`src/rtl/ctt_pkg.sv`:
```
// Shared constants, codes and controller/datapath types for the counted tag table.
package ctt_pkg;

  localparam int unsigned TABLE_DEPTH = 64;
  localparam int unsigned IDX_W       = (TABLE_DEPTH > 1) ? $clog2(TABLE_DEPTH) : 1;

  localparam int unsigned FUNC_W  = 2;
  localparam int unsigned TAG_W   = 31;
  localparam int unsigned WORD_W  = 32;
  localparam int unsigned COUNT_W = 16;
  localparam int unsigned STAT_W  = 2;

  // Payload word per slot: object, flags, skill, count (count in the lowest bits)
  localparam int unsigned PAY_W = 3 * WORD_W + COUNT_W;

  localparam int unsigned IN_BITS     = FUNC_W + TAG_W + 3 * WORD_W + COUNT_W + 1;
  localparam int unsigned OUT_BITS    = STAT_W + TAG_W + 3 * WORD_W + COUNT_W;
  localparam int unsigned IN_TDATA_W  = ((IN_BITS + 7) / 8) * 8;
  localparam int unsigned OUT_TDATA_W = ((OUT_BITS + 7) / 8) * 8;

  localparam logic [COUNT_W-1:0] COUNT_MIN = {1'b1, {(COUNT_W-1){1'b0}}};

  typedef enum logic [FUNC_W-1:0] {
    FUNC_ADD    = 2'd0,
    FUNC_LOOKUP = 2'd1,
    FUNC_REMOVE = 2'd2
  } func_e;

  typedef enum logic [STAT_W-1:0] {
    STS_OK      = 2'd0,
    STS_FULL    = 2'd1,
    STS_MISSING = 2'd2
  } status_e;

  typedef enum logic [1:0] {
    ST_IDLE,
    ST_SCAN,
    ST_RESP
  } ctt_state_e;

  typedef struct packed {
    logic start;    // latch request, restart the scan
    logic scan_rd;  // issue the next slot read
    logic finish;   // commit the update and load the result
  } ctt_cmd_t;

  typedef struct packed {
    logic hit;   // slot under compare satisfies the request
    logic last;  // slot under compare is the final one
  } ctt_sts_t;

endpackage

```
`src/rtl/ctt_ctrl.sv`:
```
// Controller state machine: accept, scan sequencing and result handshake.
module ctt_ctrl (
  input  logic              clk_i,
  input  logic              rst_ni,
  input  logic              in_valid_i,
  output logic              in_ready_o,
  output logic              out_valid_o,
  input  logic              out_ready_i,
  input  ctt_pkg::ctt_sts_t sts_i,
  output ctt_pkg::ctt_cmd_t cmd_o
);
  import ctt_pkg::*;

  ctt_state_e state_q, state_d;

  always_ff @(posedge clk_i or negedge rst_ni) begin
    if (!rst_ni) begin
      state_q <= ST_IDLE;
    end else begin
      state_q <= state_d;
    end
  end

  always_comb begin
    state_d     = state_q;
    cmd_o       = '0;
    in_ready_o  = 1'b0;
    out_valid_o = 1'b0;
    unique case (state_q)
      ST_IDLE: begin
        in_ready_o = 1'b1;
        if (in_valid_i) begin
          cmd_o.start = 1'b1;
          state_d     = ST_SCAN;
        end
      end
      ST_SCAN: begin
        // stop at the first matching slot or after the final one
        if (sts_i.hit || sts_i.last) begin
          cmd_o.finish = 1'b1;
          state_d      = ST_RESP;
        end else begin
          cmd_o.scan_rd = 1'b1;
        end
      end
      ST_RESP: begin
        out_valid_o = 1'b1;
        if (out_ready_i) begin
          state_d = ST_IDLE;
        end
      end
      default: begin
        state_d = ST_IDLE;
      end
    endcase
  end

endmodule

```
`config.mk`:
```
export PLATFORM = sky130hd
export DESIGN_NAME = ctt_ctrl
export DESIGN_NICKNAME = d
export VERILOG_FILES = /design/src/rtl/ctt_pkg.sv /design/src/rtl/ctt_ctrl.sv
export SDC_FILE = /design/constraint.sdc
export NUM_CORES = 1
export LEC_CHECK = 0
export BUFFER_PORTS_ARGS = -buffer_cell sky130_fd_sc_hd__buf_2
export CORE_AREA = 2 2 39 41
export CTS_BUF_LIST = sky130_fd_sc_hd__clkbuf_16
export CTS_CLUSTER_SIZE = 25
export DETAILED_ROUTE_END_ITERATION = 7
export DIE_AREA = 0 0 41 43
export PLACE_DENSITY = 0.34
export SETUP_SLACK_MARGIN = 0.05
export SYNTH_ARGS = -nofsm -noshare
export SYNTH_HDL_FRONTEND = slang
export SYNTH_SLANG_ARGS = --single-unit
```
`constraint.sdc`:
```
create_clock -name clk_i -period 1.6 [get_ports clk_i]
set_input_delay 0.16 -clock clk_i [delete_from_list [all_inputs] [get_ports clk_i]]
set_output_delay 0.16 -clock clk_i [all_outputs]
set_load 0.01 [all_outputs]
```
==> impl_metrics.csv, run 1 <==
group,metric,value,unit
worst_setup_path,startpoint_type,"register",
sta,finalHoldViolCount,0,
synthesis,yosysWarnings,0,
worst_hold_path,hold_path_class,"in2reg",
power_and_ir_drop,p_leak,0.142,nW
global_route,grt_max_degree,6,
floorplan,initial_core_util,9.40,%
sta,min_period,1.32,ns
final_layout,layout.cells.non_filler,43,
global_route,grt_pass1_wl,614,um
sta,tightest_slew,0.237,ns
routing,wl_met1,198,um
routing,via_per_inst,3.28,
routing,post_drt_wl_per_cell,8.93,um
synthesis,syn_nets,19,
worst_setup_path,critPathKind,"reg2out",
worst_setup_path,crit_fanout,5,
worst_hold_path,whs_path_depth,3,
synthesis,seq_area_frac_synth,38.5,%
routing,met2WireLength,130,um
worst_hold_path,min_to,"state_q[1]",
final_layout,multi_input_area,72.6,um2
floorplan,rows,14,
synthesis,synthTopCellsByArea,"dfrtp_1 (38%), o2bb2ai_2 (12%), nor3b_2 (9.6%)",
placement,place_congestion,0.538,
power_and_ir_drop,vdd_drop_max,0.472,mV
synthesis,yosysUniqueCellTypes,9,
final_layout,largest_reg_flops,2,
global_route,antenna_found_initial,0,
power_and_ir_drop,power.density,2200,nW/um2
floorplan,die_width,41,um
worst_setup_path,r2r-start,"state_q[1]",
synthesis,syn_avg_cell_area,10.0,um2
sta,rsz0062_at_grt,"false",
sta,setup_violations,0,
clocking,cts_buffers,3,
synthesis,syn_inst,13,
global_route,grt-ovfl-total,0,
final_layout,seq_area,50.0,um2
synthesis,synth_area,130,um2
worst_setup_path,worst_path_largest_cell_delay,0.41,ns
clocking,cts_tree,"done",
final_layout,layout_commonest_cell,"buf_2",
worst_setup_path,critPathSlowestCell,"dfrtp_1",
worst_setup_path,crit_buf_inv,1,
final_layout,diodes,0,
synthesis,synth_top_area_cell,"dfrtp_1",
routing,drc_errors,0,
worst_setup_path,path_cells,"nand2b_1, nor3_2, buf_2",
floorplan,die_h,43,um
final_layout,drive_above_1_share,63.0,%
clocking,clk_pin_slew,0.03,ns
clocking,h-tree-depth,1,
routing,dr.pass1.iters,1,
global_route,grt_util_all_layers,6.22,%
worst_setup_path,required,1.44,ns
routing,drtAntennaViolNets,0,
placement,port-buffer-count,10,
worst_hold_path,hp-start,"out_ready_i",
final_layout,layout.nets,35,
worst_setup_path,end_kind,"primary output",
final_layout,fin_area,285,um2
global_route,grt_pass1_vias,158,
sta,slew_headroom,84.1,%
clocking,cts_root_buffer,"clkbuf_16",
final_layout,fin_util,20.6,%
final_layout,area_growth,119,%
final_layout,fill_cells,150,
worst_setup_path,r2r_cells,2,
sta,setup-tns-final,0,ns
synthesis,synth-seq-cells,2,
sta,finalWorstSetupSlack,0.277,ns
routing,routed_wl,384,um
worst_setup_path,r2r_slack,0.77,ns
sta,fmax,0.756,GHz
placement,pre_cts_slack,0.522,ns
final_layout,final_cell_mix,"buf_2 (10), nor2_1 (3), clkbuf_16 (3)",
final_layout,regMostFlops,"state_q",
routing,highest_layer,"met3",
final_layout,largestRegisters,"state_q x2",
worst_setup_path,crit_arrival,1.16,ns
worst_setup_path,cp_top_family,"flip-flops",
sta,whs,0.206,ns
routing,dr_wl_met3,56,um
sta,slew_viol_final,0,
floorplan,die-area,1760,um2
sta,fin_crit_sh,82.7,%
clocking,clockBufferDepth,2,
outcome,status,"finished, final reports clean",
routing,vias,141,
synthesis,netlist.area_leader.share,38.5,%
clocking,cts_sinks,2,
power_and_ir_drop,power,629,uW
placement,placed_cells,39,
worst_setup_path,regToRegEndpoint,"state_q[1]",
routing,drt_iter0_markers,0,
clocking,clock_latency,0.22,ns
sta,skew,0.000450,ns
floorplan,ios,11,
job,drv_cap,0,
placement,dpl_cell_area,200,um2
floorplan,coreArea,1380,um2
==> power by group <==
part | switching (mW) | internal [mW] | total, mW
sequential | 0.0291 | 0.0714 | 0.101
combinational | 0.0795 | 0.0746 | 0.154
clock | 0.0560 | 0.318 | 0.374
==> worst reg2reg max path, delay by kind of cell (launching register included) <==
family / cells / cell delay [ns]
and+or+nand+nor: 1 / 0.21
DFF: 1 / 0.41
AOI/OAI and AO/OA: 1 / 0.13
==> worst max path at each step <==
| stage | startpoint | to | slack, ns | depth (start not counted) |
|---|---|---|---|---|
| global route | state_q[1] | cmd_o[1] | 0.24 | 3 |
| global placement | state_q[1] | cmd_o[1] | 0.55 | 3 |
| CTS | state_q[1] | cmd_o[1] | 0.28 | 3 |
| floorplan | state_q[1] | cmd_o[1] | 0.67 | 2 |
| detailed placement | state_q[1] | cmd_o[1] | 0.52 | 3 |
| finish | state_q[1] | cmd_o[1] | 0.28 | 3 |
==> layout make-up <==
type | instances | area share [%]
inverters | 2 | 2.63
well taps | 16 | 7.02
clock buffers | 3 | 26.3
repair buffers | 11 | 21.1
multi-input cells | 9 | 25.4
flip-flops and latches | 2 | 17.5
==> routing by layer <==
layer	vias up	track usage (%)
met1	57	6.75
met3	0	4.71
met2	11	6.25
met5	-	0
li1	73	-
met4	0	8.00
==> what timing repair did <==
| item | 4_1_cts | 5_1_grt |
|---|---|---|
| hold buffers | 1 | 0 |
| setup endpoints to repair | 0 | 0 |
| resized for setup | 0 | 0 |
| buffers inserted | 0 | 0 |
| hold endpoints to repair | 2 | 0 |
==> synthesized netlist by cell type, drive strengths merged <==
library cell,n
a31o,1
nor3b,1
nand2b,1
nor2b,1
nor3,1
o2bb2ai,1
nor2,3
dfrtp,2
inv,2
==> cell families after synthesis <==
family,Yosys count,share of synthesized area (%)
flops,2,38.5
compound gates,2,18.3
buf+inv,2,5.77
simple gates,7,37.5
Power figures use the tool's default switching activity.
==> inputs of run 2 (changes only) <==
==> constraint.sdc (replaced) <==
create_clock -name clk_i -period 1.3 [get_ports clk_i]
set_input_delay 0.13 -clock clk_i [delete_from_list [all_inputs] [get_ports clk_i]]
set_output_delay 0.13 -clock clk_i [all_outputs]
set_load 0.01 [all_outputs]
==> run 2 against run 1 <==
Net effect:
- clock power is 22% higher
- sequential power rose by 30%
- cell count up 2.3%
- via count shrank 2.1%
- sequential cell count is the same
- worst setup slack worse by 0.18 ns
- count of clock-buffer cells in the layout stayed put
- first-iteration DRC count did not move
- critical endpoint unchanged
==> impl_metrics.csv, run 2 (synthesized netlist as in run 1, its figures left out) <==
group,metric,value,unit
sta,rsz0062_at_grt,"false",
power_and_ir_drop,switching_share,26.6,%
final_layout,diodes,0,
floorplan,initial_core_util,9.40,%
power_and_ir_drop,pwr-share-comb,28.0,%
sta,setup-tns-final,0,ns
power_and_ir_drop,pwr-share-seq,16.1,%
sta,tightest_slew,0.248,ns
final_layout,multi_input_area,86.3,um2
global_route,grt_pass1_wl,558,um
sta,setup_violations,0,
final_layout,area_growth,136,%
worst_setup_path,required,1.17,ns
clocking,h-tree-depth,1,
final_layout,largestRegisters,"state_q x2",
sta,finalHoldViolCount,0,
final_layout,fill_cells,153,
sta,slew_viol_final,0,
final_layout,seq_area,50.0,um2
sta,slew_headroom,83.4,%
final_layout,regMostFlops,"state_q",
final_layout,layout_commonest_cell,"buf_2",
final_layout,layout.cells.non_filler,44,
power_and_ir_drop,power_switching,217,uW
clocking,clockBufferDepth,2,
job,drv_cap,0,
placement,placed_cells,39,
global_route,antenna_found_initial,0,
final_layout,drive_above_1_share,67.9,%
clocking,cts_buffers,3,
worst_hold_path,hold_path_class,"in2reg",
worst_setup_path,end_kind,"primary output",
power_and_ir_drop,vdd_drop_max,0.586,mV
power_and_ir_drop,p_int,600,uW
final_layout,layout.nets,36,
floorplan,die_width,41,um
routing,routed_wl,388,um
routing,drtAntennaViolNets,0,
floorplan,die_h,43,um
floorplan,coreArea,1380,um2
clocking,clock_latency,0.22,ns
sta,skew,0.00257,ns
global_route,grt_max_degree,6,
power_and_ir_drop,p_leak,0.154,nW
worst_setup_path,critPathKind,"reg2out",
placement,port-buffer-count,10,
global_route,grt_util_all_layers,6.02,%
power_and_ir_drop,power.density,2670,nW/um2
outcome,status,"finished, final reports clean",
clocking,cts_tree,"done",
routing,drt_iter0_markers,0,
routing,post_drt_wl_per_cell,8.82,um
placement,hpwl,274,um
routing,via_per_inst,3.14,
clocking,clk_pin_slew,0.03,ns
power_and_ir_drop,p_clk_share,55.9,%
final_layout,final_cell_mix,"buf_2 (10), nor2_1 (3), clkbuf_16 (3)",
floorplan,rows,14,
sta,fin_crit_sh,92.2,%
clocking,cts_sinks,2,
worst_setup_path,crit_fanout,5,
sta,min_period,1.20,ns
final_layout,largest_reg_flops,2,
global_route,grt-ovfl-total,0,
placement,place_congestion,0.531,
worst_setup_path,startpoint_type,"register",
floorplan,die-area,1760,um2
global_route,grt_pass1_vias,136,
floorplan,ios,11,
routing,drc_errors,0,
sta,fmax,0.834,GHz
routing,vias,138,
clocking,cts_root_buffer,"clkbuf_16",
worst_setup_path,crit_arrival,1.07,ns
routing,dr.pass1.iters,1,
[run 2: cell types whose count changed in the layout (fill, tap and decap cells not counted), sizes merged]
cell | before | now
buf | 10 | 11
[run 2: final timing paths]
kind | start | end | slack (ns) | cells after the start
max | state_q[1] | cmd_o[1] | 0.10 | 3
min | out_ready_i | state_q[1] | 0.17 | 3
max reg2reg | state_q[0] | state_q[0] | 0.46 | 2
min reg2reg | state_q[0] | state_q[1] | 0.67 | 2
max in group asynchronous | rst_ni | state_q[1] | 0.97 | 2
min in group asynchronous | rst_ni | state_q[0] | 0.23 | 2
[run 2: layout make-up]
class                   instances  share of cell area [%]
clock buffers                   3                    24.5
inverters                       2                    2.45
multi-input cells               9                    28.2
flip-flops and latches          2                    16.3
well taps                      16                    6.53
repair buffers                 12                    22.0
[run 2: per-layer routing]
layer | wire, um | track usage (%) | vias up
met3 | 62 | 6.28 | 0
met5 | 0 | 0 | -
met2 | 134 | 4.69 | 11
met4 | 0 | 8.00 | 0
met1 | 192 | 6.75 | 54
li1 | - | - | 73
[run 2: critical path: stages (launching register included)]
cell      delay (ns)
dfrtp_1         0.41
nand2b_4        0.18
nor3_4          0.11
buf_2           0.15
[run 2: repair_timing]
item | 4_1_cts | 5_1_grt
hold endpoints to repair | 2 | 0
buffers inserted | 0 | 1
setup endpoints to repair | 1 | 1
hold buffers | 1 | 0
gates resized for setup | 1 | 1
[run 2: stage by stage]
| step | instance area (um2) | setup WS [ns] | utilization (%) | total power, mW | hold slack (ns) |
|---|---|---|---|---|---|
| global placement | 200 | 0.287 | 14.5 | 0.306 | -0.0832 |
| CTS | 293 | 0.0788 | 21.2 | 0.812 | 0.171 |
| detailed placement | 200 | 0.262 | 14.5 | 0.314 | -0.0796 |
| global route | 307 | 0.0474 | 22.2 | 0.870 | 0.180 |
| floorplan | 130 | 0.403 | - | 0.236 | -0.166 |
| finish | 307 | 0.101 | 22.2 | 0.817 | 0.171 |
[run 2: power groups by stage]
stage / sequential (mW) / combinational [mW] / clock (mW)
2_1_floorplan: 0.117 / 0.119 / 0
3_3_place_gp: 0.119 / 0.187 / 0
3_5_place_dp: 0.123 / 0.191 / 0
4_1_cts: 0.131 / 0.210 / 0.471
5_1_grt: 0.135 / 0.251 / 0.484
6_report: 0.131 / 0.229 / 0.457
==> inputs of run 3 (changes only) <==
==> constraint.sdc (replaced) <==
create_clock -name clk_i -period 1.4 [get_ports clk_i]
set_input_delay 0.14 -clock clk_i [delete_from_list [all_inputs] [get_ports clk_i]]
set_output_delay 0.14 -clock clk_i [all_outputs]
set_load 0.01 [all_outputs]
==> run 3 against run 2 <==
Net effect:
- sequential power shrank 13%
- routed wire length increased by 1.0%
- sequential share of layout area increased by 1.2 points
- total power decreased by 12%
- worst setup slack improved by 0.050 ns
- first-iteration DRC count increased by 7
- clock power decreased by 6.8%
- count of clock-buffer cells in the layout stayed put
- final area down 6.9%
- register-to-register slack improved by 0.11 ns
==> impl_metrics.csv, run 3 (synthesized netlist as in run 1, its figures left out) <==
group,metric,value,unit
outcome,status,"finished, final reports clean",
worst_setup_path,cp_top_family,"flip-flops",
sta,rsz0062_at_grt,"false",
sta,setup_violations,0,
sta,setup-tns-final,0,ns
worst_setup_path,crit_arrival,1.11,ns
sta,slew_viol_final,0,
final_layout,layout.nets,35,
floorplan,coreArea,1380,um2
job,drv_cap,0,
clocking,clock_latency,0.22,ns
clocking,clockBufferDepth,2,
clocking,cts_buffers,3,
clocking,cts_tree,"done",
final_layout,layout.cells.non_filler,43,
final_layout,regMostFlops,"state_q",
routing,drt_iter0_markers,7,
final_layout,area_growth,119,%
placement,place_congestion,0.535,
final_layout,diodes,0,
final_layout,layout_commonest_cell,"buf_2",
clocking,cts_sinks,2,
floorplan,die_width,41,um
routing,vias,144,
sta,finalHoldViolCount,0,
final_layout,drive_above_1_share,63.0,%
routing,via_per_inst,3.35,
sta,fmax,0.801,GHz
clocking,h-tree-depth,1,
sta,skew,0.00185,ns
routing,routed_wl,392,um
routing,dr.pass1.iters,3,
worst_setup_path,critPathKind,"reg2out",
floorplan,die-area,1760,um2
power_and_ir_drop,vdd_drop_max,0.536,mV
sta,tightest_slew,0.263,ns
final_layout,largest_reg_flops,2,
final_layout,final_cell_mix,"buf_2 (10), nor2_1 (3), clkbuf_16 (3)",
clocking,clk_pin_slew,0.03,ns
global_route,grt_pass1_wl,648,um
worst_setup_path,critPathSlowestCell,"dfrtp_1",
global_route,grt-ovfl-total,0,
floorplan,die_h,43,um
worst_setup_path,path_cells,"nand2b_1, nor3_2, buf_2",
sta,min_period,1.25,ns
floorplan,ios,11,
worst_setup_path,required,1.26,ns
floorplan,rows,14,
floorplan,initial_core_util,9.40,%
clocking,cts_root_buffer,"clkbuf_16",
clocking,post_cts_resized,0,
worst_setup_path,end_kind,"primary output",
sta,slew_headroom,82.4,%
power_and_ir_drop,p_leak,0.142,nW
global_route,grt_util_all_layers,6.53,%
routing,drtAntennaViolNets,0,
final_layout,largestRegisters,"state_q x2",
routing,post_drt_wl_per_cell,9.12,um
worst_hold_path,hold_path_class,"in2reg",
global_route,antenna_found_initial,0,
final_layout,fill_cells,148,
global_route,grt_max_degree,6,
worst_setup_path,startpoint_type,"register",
worst_setup_path,crit_buf_inv,1,
worst_setup_path,crit_fanout,5,
clocking,post-cts-setup-buffers,0,
global_route,grt_pass1_vias,149,
routing,drc_errors,0,
placement,placed_cells,39,
placement,port-buffer-count,10,
sta,fin_crit_sh,89.2,%
worst_setup_path,worst_path_largest_cell_delay,0.40,ns
power_and_ir_drop,power.density,2520,nW/um2
==> run 3: final timing paths <==
check	from	end	slack, ns	cells past startpoint
min reg2reg	state_q[0]	state_q[0]	0.63	1
max reg2reg	state_q[1]	state_q[1]	0.57	2
max	state_q[1]	cmd_o[1]	0.15	3
min in group asynchronous	rst_ni	state_q[0]	0.24	2
min	out_ready_i	state_q[1]	0.20	3
max in group asynchronous	rst_ni	state_q[1]	1.07	2
==> run 3: worst register-to-register path: cells and delay by family (launching register included) <==
kind,cells,cell delay [ns]
DFF,1,0.40
and+or+nand+nor,1,0.21
AOI/OAI and AO/OA,1,0.14
==> run 3: cell type report <==
type,count,area (um2),share of cell area (%)
repair buffers,11,60.1,21.1
flip-flops and latches,2,50.0,17.5
clock buffers,3,75.1,26.3
well taps,16,20.0,7.02
multi-input cells,9,72.6,25.4
inverters,2,7.51,2.63
==> run 3: routing by layer <==
metal / vias to the layer above / global-route usage, % / part of all wire (%)
li1: 72 / - / -
met1: 61 / 7.40 / 46
met2: 11 / 6.25 / 34
met3: 0 / 6.81 / 19
met4: 0 / 6.00 / 0
met5: - / 0 / 0
==> run 3: metrics by stage <==
step	area, um2	power, mW	hold WS [ns]	setup WS [ns]	util (%)
2_1_floorplan	130	0.219	-0.156	0.493	-
3_3_place_gp	200	0.284	-0.0725	0.398	14.5
3_5_place_dp	200	0.290	-0.0702	0.383	14.5
4_1_cts	285	0.730	0.196	0.144	20.6
5_1_grt	285	0.761	0.210	0.0624	20.6
6_report	285	0.720	0.197	0.152	20.6
==> run 3: report_power, final <==
group	total, mW	switching [mW]	internal [mW]	leakage [nW]
sequential	0.114	0.0324	0.0816	0.0255
combinational	0.180	0.0944	0.0854	0.0800
clock	0.426	0.0631	0.363	0.0370
total	0.720	0.190	0.530	0.142
==> run 3: repair_timing <==
action,CTS,global route
hold buffers,1,0
endpoints found under the hold margin,2,0
endpoints found under the setup margin,0,0
